===== src/rtl/ppc_pkg.sv =====
// Shared constants and types for the pixel polynomial correction block.
// No dependencies; used by every module in rtl/.
package ppc_pkg;

  localparam int PIX_W          = 16;
  localparam int COEF_W         = 48;
  localparam int NUM_REGS       = 6;
  localparam int NUM_COEFFS_DEF = 4;
  localparam int CFG_DATA_W     = 64;
  localparam int IDX_W          = 3;
  localparam int ADDR_W         = IDX_W + 3;   // 8-byte register stride

  // Fixed point: coefficients are Q23.24, each Horner step adds 16 fraction bits
  localparam int COEF_FRAC_W    = 24;
  localparam int STEP_SHIFT     = 16;

  typedef logic [NUM_REGS-1:0][COEF_W-1:0] coef_arr_t;

  // coef_1 resets to slope one (2^40), all others to zero
  localparam coef_arr_t COEF_RST = {
    48'h0000_0000_0000,  // coef_5
    48'h0000_0000_0000,  // coef_4
    48'h0000_0000_0000,  // coef_3
    48'h0000_0000_0000,  // coef_2
    48'h0100_0000_0000,  // coef_1
    48'h0000_0000_0000   // coef_0
  };

endpackage


===== src/rtl/ppc_clip.sv =====
// Truncation toward zero and clipping to 0..65535, range stage then output register.
// Depends on ppc_pkg.
module ppc_clip #(
  parameter int AW     = 128,
  parameter int FRAC_W = 72
) (
  input  logic                      clk,
  input  logic                      rst_n,
  input  logic                      in_valid,
  output logic                      in_take,
  input  logic [AW-1:0]             in_h,
  output logic                      out_valid,
  input  logic                      out_stall,
  output logic [ppc_pkg::PIX_W-1:0] out_pixel_out,
  output logic                      out_clipped
);

  typedef struct packed {
    logic                      neg;
    logic                      up_ones;   // integer part is all ones
    logic                      hi_any;    // integer part needs more than 16 bits
    logic                      frac_nz;
    logic [ppc_pkg::PIX_W-1:0] low;
  } range_t;

  logic                      vr_r, vo_r;
  logic                      en_r, en_o;
  range_t                    rng_r, rng_nxt;
  logic [ppc_pkg::PIX_W-1:0] pix_r, pix_nxt;
  logic                      clip_r, clip_nxt;

  assign en_o    = !vo_r || !out_stall;
  assign en_r    = !vr_r || en_o;
  assign in_take = en_r;

  always_comb begin
    rng_nxt.neg     = in_h[AW-1];
    rng_nxt.up_ones = &in_h[AW-1:FRAC_W];
    rng_nxt.hi_any  = |in_h[AW-1:FRAC_W+ppc_pkg::PIX_W];
    rng_nxt.frac_nz = |in_h[FRAC_W-1:0];
    rng_nxt.low     = in_h[FRAC_W +: ppc_pkg::PIX_W];
  end

  // a value in (-1, 0) truncates to zero and is not a clip
  always_comb begin
    if (rng_r.neg) begin
      pix_nxt  = '0;
      clip_nxt = !(rng_r.up_ones && rng_r.frac_nz);
    end else if (rng_r.hi_any) begin
      pix_nxt  = '1;
      clip_nxt = 1'b1;
    end else begin
      pix_nxt  = rng_r.low;
      clip_nxt = 1'b0;
    end
  end

  always_ff @(posedge clk) begin
    if (!rst_n) begin
      vr_r <= 1'b0;
      vo_r <= 1'b0;
    end else begin
      if (en_r) vr_r <= in_valid;
      if (en_o) vo_r <= vr_r;
    end
  end

  always_ff @(posedge clk) begin
    if (en_r) rng_r <= rng_nxt;
    if (en_o) begin
      pix_r  <= pix_nxt;
      clip_r <= clip_nxt;
    end
  end

  assign out_valid     = vo_r;
  assign out_pixel_out = pix_r;
  assign out_clipped   = clip_r;

endmodule


===== config.mk =====
export PLATFORM = sky130hd
export DESIGN_NAME = ppc_clip
export DESIGN_NICKNAME = d
export VERILOG_FILES = /design/src/rtl/ppc_pkg.sv /design/src/rtl/ppc_clip.sv
export SDC_FILE = /design/constraint.sdc
export NUM_CORES = 1
export LEC_CHECK = 0
export ABC_AREA = 1
export ABC_CLOCK_PERIOD_IN_PS = 1950
export BUFFER_PORTS_ARGS = -buffer_cell sky130_fd_sc_hd__buf_4
export CORE_ASPECT_RATIO = 0.9
export CORE_UTILIZATION = 41
export CTS_BUF_LIST = sky130_fd_sc_hd__clkbuf_4
export CTS_CLUSTER_SIZE = 16
export DETAILED_ROUTE_END_ITERATION = 16
export PLACE_DENSITY_LB_ADDON = 0.12
export SLEW_MARGIN = 20
export SYNTH_ARGS = -nofsm -noshare
export SYNTH_HDL_FRONTEND = slang
export SYNTH_SLANG_ARGS = --single-unit

===== constraint.sdc =====
create_clock -name clk -period 1.95 [get_ports clk]
set_clock_uncertainty 0.2 [all_clocks]
set_input_delay 0.0975 -clock clk [delete_from_list [all_inputs] [get_ports clk]]
set_output_delay 0.0975 -clock clk [all_outputs]
set_load 0.01 [all_outputs]

# --- Word-level counts from Yosys, hierarchy flattened ---
# Cells that the tools add are included.
word_totals:
  regBits: 39
  inputBits: 132
  out_inout_bits: 19
classes:
  n_mux: 3
  reduce_logical: 10
ops:
  columns: ["op", "count"]
  rows:
  - ["$reduce_or 72->1", 1]
  - ["$reduce_and 56->1", 1]
  - ["$reduce_or 40->1", 1]
  - ["$mux 16", 1]
  - ["$logic_not 1->1", 4]
  - ["$logic_or 1x1->1", 2]
  - ["$mux 1", 2]
  - ["$logic_and 1x1->1", 1]

# --- Longest topological paths before layout ---
depth:
  depth_word: 3
  depth_mapped: 6
  mapped_depth_nobuf: 6

# --- Worst setup path before layout ---
# No wires, ideal clock.
synth_timing:
  kind: "reg2reg"
  from: "register vo_r, in the netlist out_valid"
  to: "register rng_r[0] (netlist name) (enable)"
  setup_time_ps: 489
  arrival_ps: 961
  slack_ps: 301
  path_stages_with_launch: 2
  path_buffers: 0
  period_less_slack_ps: 1649
  path_cell_list: "dfxtp_1 nand3_1"
synth_via:
  elab_chain_len: 3
synth_lines:
  columns: ["item", "line_no", "rtl"]
  rows:
  - ["from (decl)", "ppc_clip.sv:26", "logic vr_r, vo_r;"]
  - ["from (signal assigned)", "ppc_clip.sv:64", "if (en_o) vo_r <= vr_r;"]
  - ["$logic_not 1->1", "ppc_clip.sv:32", "assign en_o = !vo_r || !out_stall;"]
  - ["$logic_or 1x1->1", "ppc_clip.sv:32", null]
  - ["$logic_or 1x1->1", "ppc_clip.sv:33", "assign en_r = !vr_r || en_o;"]
  - ["named net in_take", "ppc_clip.sv:10", "output logic in_take,"]
  - ["to (signal assigned)", "ppc_clip.sv:69", "if (en_r) rng_r <= rng_nxt;"]
  - ["to (decl)", "ppc_clip.sv:28", "range_t rng_r, rng_nxt;"]
# The timed path passes the listed nets, and every way through them passes these cells.
# A chain may end at the register's enable or synchronous reset.

==> flow_metrics.env <==
export IMPL_io_buffers=150
export IMPL_cp_slowest_cell="dlygate4sd3_1"
export IMPL_end_kind="register"
export IMPL_n_antenna_cell=0
export IMPL_cts_root_buf="clkbuf_4"
export IMPL_cts_buffers=5
export IMPL_cpLargestDelayFamily="buffers and inverters"
export IMPL_fin_crit_sh_pct=97.5
export IMPL_globalplace_congestion=0.778
export IMPL_die_y_um=66.8
export IMPL_post_drt_wl_per_cell_um=14.4
export IMPL_outcome="complete, but fails checks"
export IMPL_startpoint_type="input port"
export IMPL_clock_latency_ps=330
export IMPL_design_core_area_um2=4460
export IMPL_ir_drop_mv=0.479
export IMPL_drive_above_1_share_pct=35.5
export IMPL_fill_cells=218
export IMPL_area_growth_syn_to_layout_pct=102
export IMPL_violations="hold timing"
export IMPL_drtPass1Iterations=4
export IMPL_die_area_um2=4940
export IMPL_worst_slew_pin_slew_ps=586
export IMPL_internal_power_mw=1.55
export IMPL_final_common_cell="buf_4"
export IMPL_antenna_found_initial=0
export IMPL_comb_power_share_pct=23.5
export IMPL_vias_per_cell=4.96
export IMPL_synthTopCellsByArea="edfxtp_1 (58%), nor2_1 (23%), nand2_1 (10%), dfxtp_1 (2.1%), nand4_1 (2.0%)"
export IMPL_htree_levels=2
export IMPL_clkTransAtPathRegs_ps=110
export IMPL_final_hold_violation_count=1
export IMPL_gr_total_overflow=0
export IMPL_ys_ff_latch=39
export IMPL_cts_tree="built"
export IMPL_yosysWarnings=0
export IMPL_finalSetupViolations=0
export IMPL_critPathMaxStageDelay_ps=580
export IMPL_p_leak_nw=1.75
export IMPL_synth_top_area_share_pct=58.2
export IMPL_track_usage_pct=31.0
export IMPL_rows=23
export IMPL_cap_violations=0
export IMPL_synthesis_area_um2=1910
export IMPL_final_area_um2=3860
export IMPL_worstPathRequired_ps=1840
export IMPL_cp_arrival_ps=1790
export IMPL_cts_sinks=39
export IMPL_synth_top_area_cell="edfxtp_1"
export IMPL_postSynthAreaPerCell_um2=8.27
export IMPL_grt_pass1_wl_mm=11.2
export IMPL_die_x_um=74.0
export IMPL_drc=0
export IMPL_cts_buffer_depth=2
export IMPL_min_period_ps=1900
export IMPL_drtIter0Drc=160
export IMPL_netlist_instances=231
export IMPL_hpwl_mm=4.31
export IMPL_relSlewSlack_pct=60.9
export IMPL_multi_input_area_um2=726
export IMPL_postRouteAntennaNets=0
export IMPL_seqCellArea_um2=1150
export IMPL_hold_class="in -> reg"
export IMPL_yosysSeqAreaShare_pct=60.2
export IMPL_crit_buf_inv=3
export IMPL_synth_cell_types=12
export IMPL_power_per_cell_area_nw_per_um2=515
export IMPL_nNetsFinal=585
export IMPL_maxSlewViolCount=0
export IMPL_syn_nets=363
export IMPL_path_cells="dlygate4sd3_1, buf_4, nor2_1, dlygate4sd3_1, nand4_1, nor2_1, nand3_1"
export IMPL_vias=2559
export IMPL_layout_common_cells="buf_4 (152), nor2_1 (116), dlygate4sd3_1 (67)"
export IMPL_grt_max_degree=22
export IMPL_start_util_pct=42.8
export IMPL_grt_pass1_vias=2634
export IMPL_hold_slack_ps=-9.09
export IMPL_worstSetupPathType="in -> reg"
export IMPL_wl_mm=7.45
export IMPL_pwr_share_seq_pct=49.6
export IMPL_fmax_mhz=526
export IMPL_clkPwrFrac_pct=26.9
export IMPL_dpl_cell_area_um2=3100
export IMPL_netSwitchingFraction_pct=22.1
export IMPL_io_pins=151
export IMPL_p_sw_uw=440
export IMPL_path_max_fanout=1
export IMPL_total_power_mw=1.99
cells in the mapped netlist:
cell type / n
a21oi_1: 2
a31oi_1: 1
buf_2: 2
buf_4: 2
dfxtp_1: 2
edfxtp_1: 37
inv_1: 3
nand2_1: 53
nand3_1: 5
nand4_1: 6
nor2_1: 117
nor4_1: 1
cells by family (layout without fill, tap and decap cells):
family                 count (synthesis)  after routing  synth area share (%)
AND/OR/NAND/NOR                      182            182                  37.0
flip-flops                            39             39                  60.2
buffers and inverters                  7            230                  1.90
AO/OA/AOI/OAI                          3              3                 0.852
metrics by stage:
stage | cells | TNS (ps) | setup slack, ps | util (%)
6_report | 516 | 0 | 48.2 | 86.5
4_1_cts | 517 | 0 | 108 | 86.7
5_1_grt | 516 | -11.6 | -11.6 | 86.5
3_5_place_dp | 441 | 0 | 611 | 69.6
3_3_place_gp | 441 | 0 | 666 | 69.6
2_1_floorplan | 231 | 0 | 301 | -
worst min-delay path, stage by stage:
cell	delay, ps
buf_4	80
nor2_1	30
nand2_1	40
nor2_1	40
nand2_1	40
nor2_1	30
nand3_1	50
worst paths after layout:
check / startpoint / to / slack, ps / cells after the start
min reg2reg: vr_r / out_valid / 270 / 2
max reg2reg: out_valid / vr_r / 510 / 3
max: in_h[2] / rng_r[16] / 50 / 7
min: in_h[36] / rng_r[16] / -9 / 7
metal layers:
metal	wire length, µm	up-vias	share of wire (%)	track usage, %
met5	0	-	0	0
met4	323	0	4.3	17.1
met3	563	36	7.6	5.90
met2	4140	157	56	61.1
met1	2420	1171	32	29.3
li1	-	1195	-	-
layout make-up:
cell class	instances	area share, %
Timing Repair Buffer	219	47.0
Clock buffer	5	0.973
Multi-Input combinational cell	185	18.8
Clock inverter	3	1.13
Sequential cell	39	29.8
Inverter	3	0.292
Tap cell	62	2.01
registers in the layout, summed over array words and instances (netlist names):
signal,cells
out_clipped,1
out_pixel_out,16
out_valid,1
rng_r,20
vr_r,1
repair_timing:
item,CTS,global route
setup buffers,0,0
hold buffers,68,0
endpoints found under the hold margin,21,0
endpoints found under the setup margin,0,1
resized for setup,0,1
power groups by stage:
stage	combinational, mW	sequential [mW]	clock [mW]
6_report	0.467	0.986	0.534
5_1_grt	0.499	0.991	0.569
4_1_cts	0.444	0.985	0.534
3_5_place_dp	0.338	1.00	0
3_3_place_gp	0.330	1.00	0
2_1_floorplan	0.0658	1.01	0
Power figures use the tool's default switching activity.
