### src/rtl/ppc_pkg.sv
// Shared constants and types for the pixel polynomial correction block.
// No dependencies; used by every module in rtl/.
package ppc_pkg;

  localparam int PIX_W          = 16;
  localparam int COEF_W         = 48;
  localparam int NUM_REGS       = 6;
  localparam int NUM_COEFFS_DEF = 4;
  localparam int CFG_DATA_W     = 64;
  localparam int IDX_W          = 3;
  localparam int ADDR_W         = IDX_W + 3;   // 8-byte register stride

  // Fixed point: coefficients are Q23.24, each Horner step adds 16 fraction bits
  localparam int COEF_FRAC_W    = 24;
  localparam int STEP_SHIFT     = 16;

  typedef logic [NUM_REGS-1:0][COEF_W-1:0] coef_arr_t;

  // coef_1 resets to slope one (2^40), all others to zero
  localparam coef_arr_t COEF_RST = {
    48'h0000_0000_0000,  // coef_5
    48'h0000_0000_0000,  // coef_4
    48'h0000_0000_0000,  // coef_3
    48'h0000_0000_0000,  // coef_2
    48'h0100_0000_0000,  // coef_1
    48'h0000_0000_0000   // coef_0
  };

endpackage

### src/rtl/ppc_cfg_regs.sv
// Coefficient register file behind an APB-style port.
// Depends on ppc_pkg.
module ppc_cfg_regs (
  input  logic                              clk,
  input  logic                              rst_n,
  input  logic                              psel,
  input  logic                              penable,
  input  logic                              pwrite,
  input  logic [ppc_pkg::ADDR_W-1:0]        paddr,
  input  logic [ppc_pkg::CFG_DATA_W-1:0]    pwdata,
  output logic [ppc_pkg::CFG_DATA_W-1:0]    prdata,
  output logic                              pready,
  output ppc_pkg::coef_arr_t                coef
);

  ppc_pkg::coef_arr_t             coef_r;
  logic [ppc_pkg::IDX_W-1:0]      idx;
  logic                           idx_ok;
  logic                           wr;

  assign idx    = paddr[ppc_pkg::ADDR_W-1:3];
  assign idx_ok = idx < ppc_pkg::IDX_W'(ppc_pkg::NUM_REGS);
  assign wr     = psel & penable & pwrite;
  assign pready = 1'b1;

  always_ff @(posedge clk) begin
    if (!rst_n) begin
      coef_r <= ppc_pkg::COEF_RST;
    end else if (wr && idx_ok) begin
      coef_r[idx] <= pwdata[ppc_pkg::COEF_W-1:0];
    end
  end

  always_comb begin
    prdata = '0;
    if (idx_ok) begin
      prdata = ppc_pkg::CFG_DATA_W'(coef_r[idx]);
    end
  end

  assign coef = coef_r;

endmodule

### config.mk
export PLATFORM = sky130hd
export DESIGN_NAME = ppc_cfg_regs
export DESIGN_NICKNAME = d
export VERILOG_FILES = /design/src/rtl/ppc_pkg.sv /design/src/rtl/ppc_cfg_regs.sv
export SDC_FILE = /design/constraint.sdc
export NUM_CORES = 1
export LEC_CHECK = 0
export ABC_CLOCK_PERIOD_IN_PS = 2200
export BUFFER_PORTS_ARGS = -buffer_cell sky130_fd_sc_hd__buf_2
export CELL_PAD_IN_SITES_DETAIL_PLACEMENT = 0
export CELL_PAD_IN_SITES_GLOBAL_PLACEMENT = 1
export CORE_ASPECT_RATIO = 0.8
export CORE_MARGIN = 4
export CORE_UTILIZATION = 41
export DETAILED_ROUTE_END_ITERATION = 10
export HOLD_SLACK_MARGIN = 0.03
export MAX_ROUTING_LAYER = met4
export PLACE_DENSITY = 0.87
export SKIP_CTS_REPAIR_TIMING = 1
export SYNTH_ARGS = -nofsm -noshare
export SYNTH_HDL_FRONTEND = slang
export SYNTH_SLANG_ARGS = --single-unit
### constraint.sdc
create_clock -name clk -period 2.2 [get_ports clk]
set_input_delay 0.11 -clock clk [delete_from_list [all_inputs] [get_ports clk]]
set_output_delay 0.11 -clock clk [all_outputs]
set_load 0.02 [all_outputs]
Word level (Yosys, flattened, before mapping)
Cells that the tools add are included.
{"block": "totals", "reg_bits": 288, "inputBits": 75, "out_inout_bits": 353, "word_cells": 19}
{"block": "op_classes", "order_cmp": 3, "n_mux": 6, "bitwise_logic": 2, "n_reduce_logical": 2}
{"operator": "$bwmux 288", "count": 1}
{"operator": "$bmux 48 s3", "count": 1}
{"operator": "$demux 48 s3", "count": 1}
{"operator": "$mux 48", "count": 3}
{"operator": "$lt 3x4->1 const B", "count": 1}
{"operator": "$ge 3x1->1 const B", "count": 1}
{"operator": "$lt 3x3->1 const B", "count": 1}
{"operator": "$and 1x1->1", "count": 2}
{"operator": "$logic_and 1x1->1", "count": 2}

Longest topological paths before layout
Gate-level depths: netlist (run 1).
{"block": "depth", "depth_word": 5, "depth_mapped": 7, "ltp_nobuf": 3}

Least setup slack after synthesis (run 1)
No wires, ideal clock.
{"block": "synth_timing", "kind": "input -> output", "from": "in paddr[5] in the netlist's numbering", "to": "out prdata[13] in the netlist's numbering", "arrival_time_ns": 1.417, "t_required_ns": 2.090, "slack_ns": 0.673, "path_stages": 6, "path_buffers": 3, "cell_sequence": "buf_2 > buf_2 > buf_2 > mux2_2 > a32oi_1 > o21ai_0"}
{"block": "synth_between", "elab_chain_len": 3, "elab_cells_between_ends": 4, "cone_classes": "order compare (1); mux (3)"}
{"item": "start: declaration", "line_no": "ppc_cfg_regs.sv:9", "rtl": "input logic [ppc_pkg::ADDR_W-1:0] paddr,"}
{"item": "$bmux 48 s3", "line_no": "ppc_cfg_regs.sv:37", "rtl": "prdata = ppc_pkg::CFG_DATA_W'(coef_r[idx]);"}
{"item": "$mux 48 (implied by the code)", "line_no": "ppc_cfg_regs.sv:37"}
{"item": "$mux 48 *", "line_no": "ppc_cfg_regs.sv:36", "rtl": "if (idx_ok) begin"}
{"item": "end: declaration", "line_no": "ppc_cfg_regs.sv:11", "rtl": "output logic [ppc_pkg::CFG_DATA_W-1:0] prdata,"}
Mark *: on every way between the ends. The rest lies on a longest branch, timed or not. The select of a mux whose other input is x is not followed.

Final worst setup path (run 1)
{"block": "layout_timing", "from": "in paddr[4] in the netlist's numbering", "to": "out prdata[28] in the netlist's numbering"}
Same word-level chain as after synthesis.

==> impl_results.md, run 1 <==
- Status: complete, no violations
- Slew HR: 42.3%
- Vias in the first global route: 11.2k
- WP data required: 2.09 ns
- Kind of critical path: input pin to output port
- PnR Total Power: 11.8 mW
- Hold depth: 3
- VDD IR-drop max: 0.000532 V
- Worst hold path class: input pin to flop
- CP max stage cell: nand2b_1
- I/O pins: 428
- Antenna Cells: 0
- PnR worst setup slack: 0.289 ns
- Via density: 5.34
- Leakage power: 7.22 nW
- Pre-CTS WS: 0.207 ns
- Avg Cell Area, Syn: 9.91 µm²
- Synthesized flop and latch total: 288
- WL/cell: 21.9 µm
- Routed Antenna Nets: 0
- Util after Layout: 55.3%
- Core area: 30,700 µm²
- Final period utilization: 86.9%
- CP Launch Type: input pin
- TritonRoute pass-1 iters: 5
- Die Span Y: 167 µm
- Fin. Hold Viols: 0
- Area grow syn2layout: 31.5%
- Routed Wire Length: 47,000 µm
- Hold Path End: coef[43]$_SDFFE_PN0P_
- Worst path cell trace: buf_2 -> nand2b_1 -> buf_4 -> o221ai_1 -> buf_2
- CTS tree: done
- Worst hold start: pwdata[43]
- Fraction of layout cells with a size suffix above 1: 33.0%
- Clk buf depth: 3
- Setup Skew: 0 ns
- Worst-margin pin slew: 0.865 ns
- Port buffer count: 391
- Crit path DAT: 1.80 ns
- Crit path max fanout: 12
- Dpl cells: 2,050
- Clock network latency to the later pin of the worst-skew pair: 0.55 ns
- Max Freq: 0.523 GHz
- Synth unique cells: 29
- Syn Inst Count: 1,301
- First-pass GRT wire length: 69,600 µm
- Non-Filler Instances: 2,151
- Largest stage delay on the critical path: 0.52 ns
- CTS sink count: 288
- Unrepaired setup endpoints after global routing: false
- GP Congestion: 0.864
- Total grt overflow: 0
- Total GRT Usage: 26.6%
- Post-layout min period: 1.91 ns
- Initial antenna violation count: 0
- Post-synthesis sequential area ratio: 44.7%
- Cell mode on critical path: buf_2
- Final Hold Slack: 0.0151 ns
- Rows: 57
- Worst r2r src: coef[126]$_SDFFE_PN0P_
- TritonCTS Buffers: 29
- Maxcap violations: 0
- R2R Setup Slk: 1.50 ns
- Die span in x: 206 µm
- Fillers: 2,725
- Clk pin slew, worst setup/hold paths: 0.06 ns
- DP Area: 15,400 µm²
- Pwr/cell area: 696 nW/µm²
- Post-DP HPWL: 31,800 µm
- Yosys warns: 0
- Mapped cell area: 12,900 µm²
- Starting density of the core: 42.0%
- H-tree depth: 1
- Worst setup EP type: output port
- DR vias: 11.5k
- Full die area: 34,400 µm²
- Final Net Count: 1,791
- Endpoints failing setup: 0
- DR iter-0 viols: 804
- Drt drc: 0
- Worst reg2reg endpoint: coef[126]$_SDFFE_PN0P_
- Max FFs per register: 288
- Final setup TNS: 0 ns
- Final Instance Area: 17,000 µm²
- Pin count of the biggest net entering global routing: 54
- R2R cell count: 2
- Slew Viols, Final: 0
- CTS root buf: clkbuf_16
-- synthesized netlist by cell type (all sizes together) --
cell,count,area share (%)
nand2,337,9.8
mux2,62,5.4
nand2b,3,0.15
conb,2,0.058
nand4b,1,0.18
mux2i,335,26
o21ai,22,0.85
a32oi,22,1.5
nor2,5,0.18
dfxtp,288,45
clkbuf,53,1.5
o221ai,13,0.88
a221o,10,0.78
nor2b,5,0.24
nor3,2,0.16
buf,74,4.0
inv,11,0.32
o32ai,10,0.68
nand4,1,0.049
a221oi,3,0.20
and2,2,0.097
a21oi,3,0.12
or3,11,0.53
or2,1,0.049
a22oi,25,1.5
-- critical path, delay by kind of cell --
family | cells | cell delay, ns
buffers and inverters | 3 | 0.92
AO/OA/AOI/OAI | 1 | 0.23
AND/OR/NAND/NOR | 1 | 0.52
-- worst max path at each step --
| stage | startpoint | depth (start not counted) | slack, ns | end |
|---|---|---|---|---|
| floorplan | paddr[5] | 6 | 0.67 | prdata[13] |
| global placement | paddr[4] | 5 | 0.23 | prdata[28] |
| detailed placement | paddr[4] | 5 | 0.21 | coef[175]$_SDFFE_PN0P_ |
| CTS | paddr[4] | 5 | 0.22 | prdata[28] |
| global route | paddr[4] | 5 | 0.17 | prdata[28] |
| finish | paddr[4] | 5 | 0.29 | prdata[28] |
-- final cells by class --
type / instances / area, µm² / share of cell area, %
clock buffer: 30 / 739 / 4.36
clock inverter: 23 / 344 / 2.03
inverter: 11 / 41.3 / 0.244
multi-input combinational: 890 / 6480 / 38.2
sequential: 288 / 5770 / 34.0
tap: 413 / 517 / 3.05
timing repair buffer: 496 / 3070 / 18.1
-- routing by layer --
layer	wire length [µm]	up-vias	track usage, %
met5	0	-	-
met4	1030	0	5.18
met3	4440	72	7.70
met2	21800	486	42.4
met1	19700	5598	33.8
li1	-	5325	-
-- power by group --
group | leakage, nW | internal [mW] | switching, mW
combinational | 4.39 | 0.308 | 0.589
clock | 0.511 | 3.40 | 2.22
sequential | 2.32 | 5.25 | 0.0314
-- logic make-up (layout without fill, tap and decap cells) --
logic type / after synthesis / after routing / synth area share (%)
buf+inv: 138 / 560 / 5.86
mux: 397 / 397 / 31.4
simple gates: 368 / 368 / 11.5
flops: 288 / 288 / 44.7
compound gates: 108 / 108 / 6.46
other cells: 2 / 17 / 0.0583
-- cells in the final DEF, fill, tap and decap left out, drive strengths merged, types with 10 or more instances in the layout --
cell	synthesis	final
buf	74	448
nand2	337	337
mux2i	335	335
dfxtp	288	288
mux2	62	62
dlygate4sd3	0	48
clkbuf	53	30
a22oi	25	25
a32oi	22	22
o21ai	22	22
conb	2	17
o221ai	13	13
or3	11	11
inv	11	11
o32ai	10	10
a221o	10	10
Power figures use the tool's default switching activity.
==> run 2, diff against run 1 <==
--- a/config.mk
+++ b/config.mk
@@ -15,7 +15,7 @@
 export DETAILED_ROUTE_END_ITERATION = 10
 export HOLD_SLACK_MARGIN = 0.03
 export MAX_ROUTING_LAYER = met4
-export PLACE_DENSITY = 0.87
+export PLACE_DENSITY = 0.83
 export SKIP_CTS_REPAIR_TIMING = 1
 export SYNTH_ARGS = -nofsm -noshare
 export SYNTH_HDL_FRONTEND = slang
==> impl_results.md, run 2 (synthesis gave the netlist of run 1 again) <==
- Worst r2r src: coef[207]$_SDFFE_PN0P_
- Port buffer count: 391
- Leading cell type in the layout, fill and taps excluded: buf_2
- TritonRoute pass-1 iters: 7
- TritonCTS Buffers: 29
- CTS tree: done
- Metal-1 WL: 19,900 µm
- WP data required: 2.09 ns
- Most frequent cells in the layout: 388 x buf_2, 337 x nand2_1, 335 x mux2i_1
- Via density: 5.31
- Routed length on met2: 21,300 µm
- Die span in x: 206 µm
- DR vias: 11.4k
- Rows: 57
- Initial antenna violation count: 0
- Full die area: 34,400 µm²
- Top sig layer: met4
- First-pass GRT wire length: 68,800 µm
- Final setup TNS: 0 ns
- Post-DP HPWL: 30,800 µm
- DR iter-0 viols: 727
- Clk pin slew, worst setup/hold paths: 0.06 ns
- Vias in the first global route: 11.0k
- Crit path from: paddr[5]
- WL/cell: 21.8 µm
- Antenna Cells: 0
- H-tree depth: 1
- Leakage power: 7.15 nW
- GP Congestion: 0.828
- Slew HR: 41.7%
- Slew Viols, Final: 0
- Maxcap violations: 0
- Worst hold start: pwrite
- Setup Skew: 0 ns
- Core area: 30,700 µm²
- VDD IR-drop max: 0.000499 V
- Crit path max fanout: 19
- Max FFs per register: 288
- Die Span Y: 167 µm
- Area grow syn2layout: 30.4%
- Kind of critical path: input pin to output port
- Pwr/cell area: 674 nW/µm²
- Pre-CTS WS: 0.311 ns
- Total grt overflow: 0
- Final Net Count: 1,779
- Fin. Hold Viols: 0
- CTS root buf: clkbuf_16
- Drt drc: 0
- Clock network latency to the later pin of the worst-skew pair: 0.54 ns
- DR WL met3: 4010 µm
- Unrepaired setup endpoints after global routing: false
- Final period utilization: 87.5%
- Routed Wire Length: 46,600 µm
- Crit path DAT: 1.82 ns
- Fraction of layout cells with a size suffix above 1: 32.0%
- Worst hold path class: input pin to flop
- Worst-margin pin slew: 0.874 ns
- Total GRT Usage: 26.2%
- I/O pins: 428
- Status: complete, no violations
- Endpoints failing setup: 0
- Worst setup EP type: output port
- CTS sink count: 288
- Post-layout min period: 1.93 ns
- Pin count of the biggest net entering global routing: 76
- Clk buf depth: 3
- CP Launch Type: input pin
- Routed Antenna Nets: 0
- Max Freq: 0.519 GHz
- PnR worst setup slack: 0.274 ns
- Starting density of the core: 42.0%
-- run 2: through the flow --
step | cell area, µm² | util (%) | total power, mW | std cells | hold WS, ns
3_3_place_gp | 15300 | 50.0 | 6.22 | 2036 | 0.398
2_1_floorplan | 12900 | - | 5.90 | 1316 | 0.276
6_report | 16800 | 54.8 | 11.3 | 2137 | 0.271
4_1_cts | 16300 | 53.2 | 11.3 | 2087 | -0.167
5_1_grt | 16800 | 54.8 | 11.7 | 2137 | 0.273
3_5_place_dp | 15300 | 50.0 | 6.22 | 2036 | 0.403
-- run 2: layout make-up --
class                      count  area [µm²]
timing repair buffer         484        3020
clock buffer                  42         835
inverter                      11        41.3
clock inverter                 9         145
tap                          413         517
sequential                   288        5770
multi-input combinational    890        6480
fill                        2708       13900
-- run 2: worst max-delay path: stages --
cell and delay (ns):
buf_4 0.29, and2_1 0.19, and2_1 0.70, a221o_1 0.31, buf_2 0.20
-- run 2: final timing paths --
path                                  to  slack, ns  cells after the start
setup / recovery               prdata[6]       0.27                      5
hold / removal    coef[222]$_SDFFE_PN0P_       0.27                      5
hold reg to reg   coef[144]$_SDFFE_PN0P_       0.47                      2
setup reg to reg  coef[207]$_SDFFE_PN0P_       1.04                      3
-- run 2: per-layer routing --
metal / vias to the layer above / track usage, %
li1: 5306 / -
met1: 5505 / 33.0
met2: 455 / 41.3
met3: 89 / 7.62
met4: 0 / 7.35
met5: - / -
-- run 2: report_power, final --
part	leakage [nW]	switching, mW	internal [mW]	total [mW]
Clock	0.485	2.07	3.08	5.15
Sequential	2.32	0.0315	5.25	5.28
Combinational	4.35	0.589	0.306	0.895
Total	7.15	2.69	8.64	11.3
==> run 3, diff against run 2 <==
--- a/config.mk
+++ b/config.mk
@@ -11,11 +11,12 @@
 export CELL_PAD_IN_SITES_GLOBAL_PLACEMENT = 1
 export CORE_ASPECT_RATIO = 0.8
 export CORE_MARGIN = 4
-export CORE_UTILIZATION = 41
+export CORE_UTILIZATION = 42
+export CTS_BUF_LIST = sky130_fd_sc_hd__clkbuf_4 sky130_fd_sc_hd__clkbuf_8
 export DETAILED_ROUTE_END_ITERATION = 10
 export HOLD_SLACK_MARGIN = 0.03
 export MAX_ROUTING_LAYER = met4
-export PLACE_DENSITY = 0.83
+export PLACE_DENSITY = 0.84
 export SKIP_CTS_REPAIR_TIMING = 1
 export SYNTH_ARGS = -nofsm -noshare
 export SYNTH_HDL_FRONTEND = slang
==> impl_results.md, run 3 (synthesis gave the netlist of run 1 again) <==
- Port buffer count: 391
- DR iter-0 viols: 642
- Leading cell type in the layout, fill and taps excluded: buf_2
- GP Congestion: 0.866
- Final Instance Area: 16,800 µm²
- DP Area: 15,300 µm²
- Worst setup EP type: output port
- Worst-margin pin slew: 0.871 ns
- Total GRT Usage: 26.9%
- Crit path DAT: 1.82 ns
- Vias in the first global route: 11.2k
- Full die area: 33,600 µm²
- Max FFs per register: 288
- First-pass GRT wire length: 68,100 µm
- Fraction of layout cells with a size suffix above 1: 34.0%
- Die span in x: 204 µm
- CTS tree: done
- Via density: 5.28
- Final Net Count: 1,803
- Status: complete, no violations
- Clk buf depth: 3
- CTS root buf: clkbuf_8
- Internal: 8.64 mW
- Fillers: 2,712
- Worst hold path class: input pin to flop
- Util after Layout: 55.6%
- DR vias: 11.5k
- WP data required: 2.09 ns
- Routed Wire Length: 46,800 µm
- VDD IR-drop max: 0.000445 V
- Pin count of the biggest net entering global routing: 61
- TritonRoute pass-1 iters: 5
- Combinational share of power: 7.8%
- Slew Viols, Final: 0
- Die Span Y: 165 µm
- Rows: 57
- Sw Share: 24.3%
- Fin. Hold Viols: 0
- TritonCTS Buffers: 47
- Maxcap violations: 0
- Area grow syn2layout: 30.6%
- Pre-CTS WS: 0.283 ns
- I/O pins: 428
- Leakage power: 7.24 nW
- Final setup TNS: 0 ns
- Sequential Power Share: 46.3%
- Routed Antenna Nets: 0
- Initial antenna violation count: 1
- Core area: 30,300 µm²
- H-tree depth: 2
- Most frequent cells in the layout: 388 x buf_2, 337 x nand2_1, 335 x mux2i_1
- Setup Skew: 0 ns
- Kind of critical path: flop to output port
- Final period utilization: 87.5%
- Max Freq: 0.519 GHz
- Clk pwr share: 45.9%
- Endpoints failing setup: 0
- Pwr/cell area: 678 nW/µm²
- Drt drc: 0
- Final Hold Slack: 0.0624 ns
- Unrepaired setup endpoints after global routing: false
- Clk pin slew, worst setup/hold paths: 0.06 ns
- Slew HR: 41.9%
- Crit path max fanout: 3
- Clock network latency to the later pin of the worst-skew pair: 0.55 ns
- Post-layout min period: 1.93 ns
- Starting density of the core: 42.5%
- WL/cell: 21.5 µm
- Sw power: 2.78 mW
- Post-DP HPWL: 31,400 µm
- PnR worst setup slack: 0.274 ns
- Total grt overflow: 0
- CP Launch Type: flop
- CTS sink count: 288
==> run 3: cell types whose count changed in the layout (fill, tap and decap cells not counted), sizes merged <==
cell         change
dlygate4sd3      -2
bufinv           -1
diode            +1
buf              +8
clkbuf          +34
==> run 3: routing by layer <==
metal	wire length, µm	global-route usage [%]
met1	20400	34.5
met2	21300	42.5
met3	3890	6.95
met4	1200	7.51
met5	0	-
==> run 3: critical path: stages, from the launching register on <==
cell,delay [ns]
dfxtp_1,0.38
mux2_2,0.17
a22oi_1,0.05
o21ai_0,0.42
buf_2,0.26
==> run 3: area by class of cell <==
class	instances	area, µm²	area share, %
clock buffer	76	952	5.66
tap	413	517	3.07
timing repair buffer	490	2960	17.6
sequential	288	5770	34.2
inverter	11	41.3	0.245
antenna	1	2.50	0.0149
clock inverter	8	119	0.706
multi-input combinational	890	6480	38.5
==> run 3: worst paths after layout <==
| check | to | slack [ns] | startpoint | depth (start not counted) |
|---|---|---|---|---|
| setup / recovery | prdata[43] | 0.27 | coef[187]$_SDFFE_PN0P_ | 4 |
| hold / removal | coef[226]$_SDFFE_PN0P_ | 0.06 | pwdata[34] | 3 |
| setup reg to reg | coef[37]$_SDFFE_PN0P_ | 1.53 | coef[37]$_SDFFE_PN0P_ | 2 |
| hold reg to reg | coef[190]$_SDFFE_PN0P_ | 0.47 | coef[190]$_SDFFE_PN0P_ | 2 |
==> run 3: power by group through the flow <==
| stage | combinational, mW | sequential [mW] | clock, mW |
|---|---|---|---|
| after CTS | 0.822 | 5.28 | 5.34 |
| after global routing | 0.946 | 5.29 | 5.57 |
| after detailed placement | 0.822 | 5.40 | 0 |
| after floorplan | 0.455 | 5.44 | 0 |
| after global placement | 0.816 | 5.40 | 0 |
| final | 0.894 | 5.29 | 5.24 |
==> run 3: metrics by stage <==
stage | cells | total power, mW
after global placement | 2044 | 6.21
final | 2177 | 11.4
after detailed placement | 2044 | 6.22
after floorplan | 1316 | 5.90
after CTS | 2128 | 11.4
after global routing | 2177 | 11.8
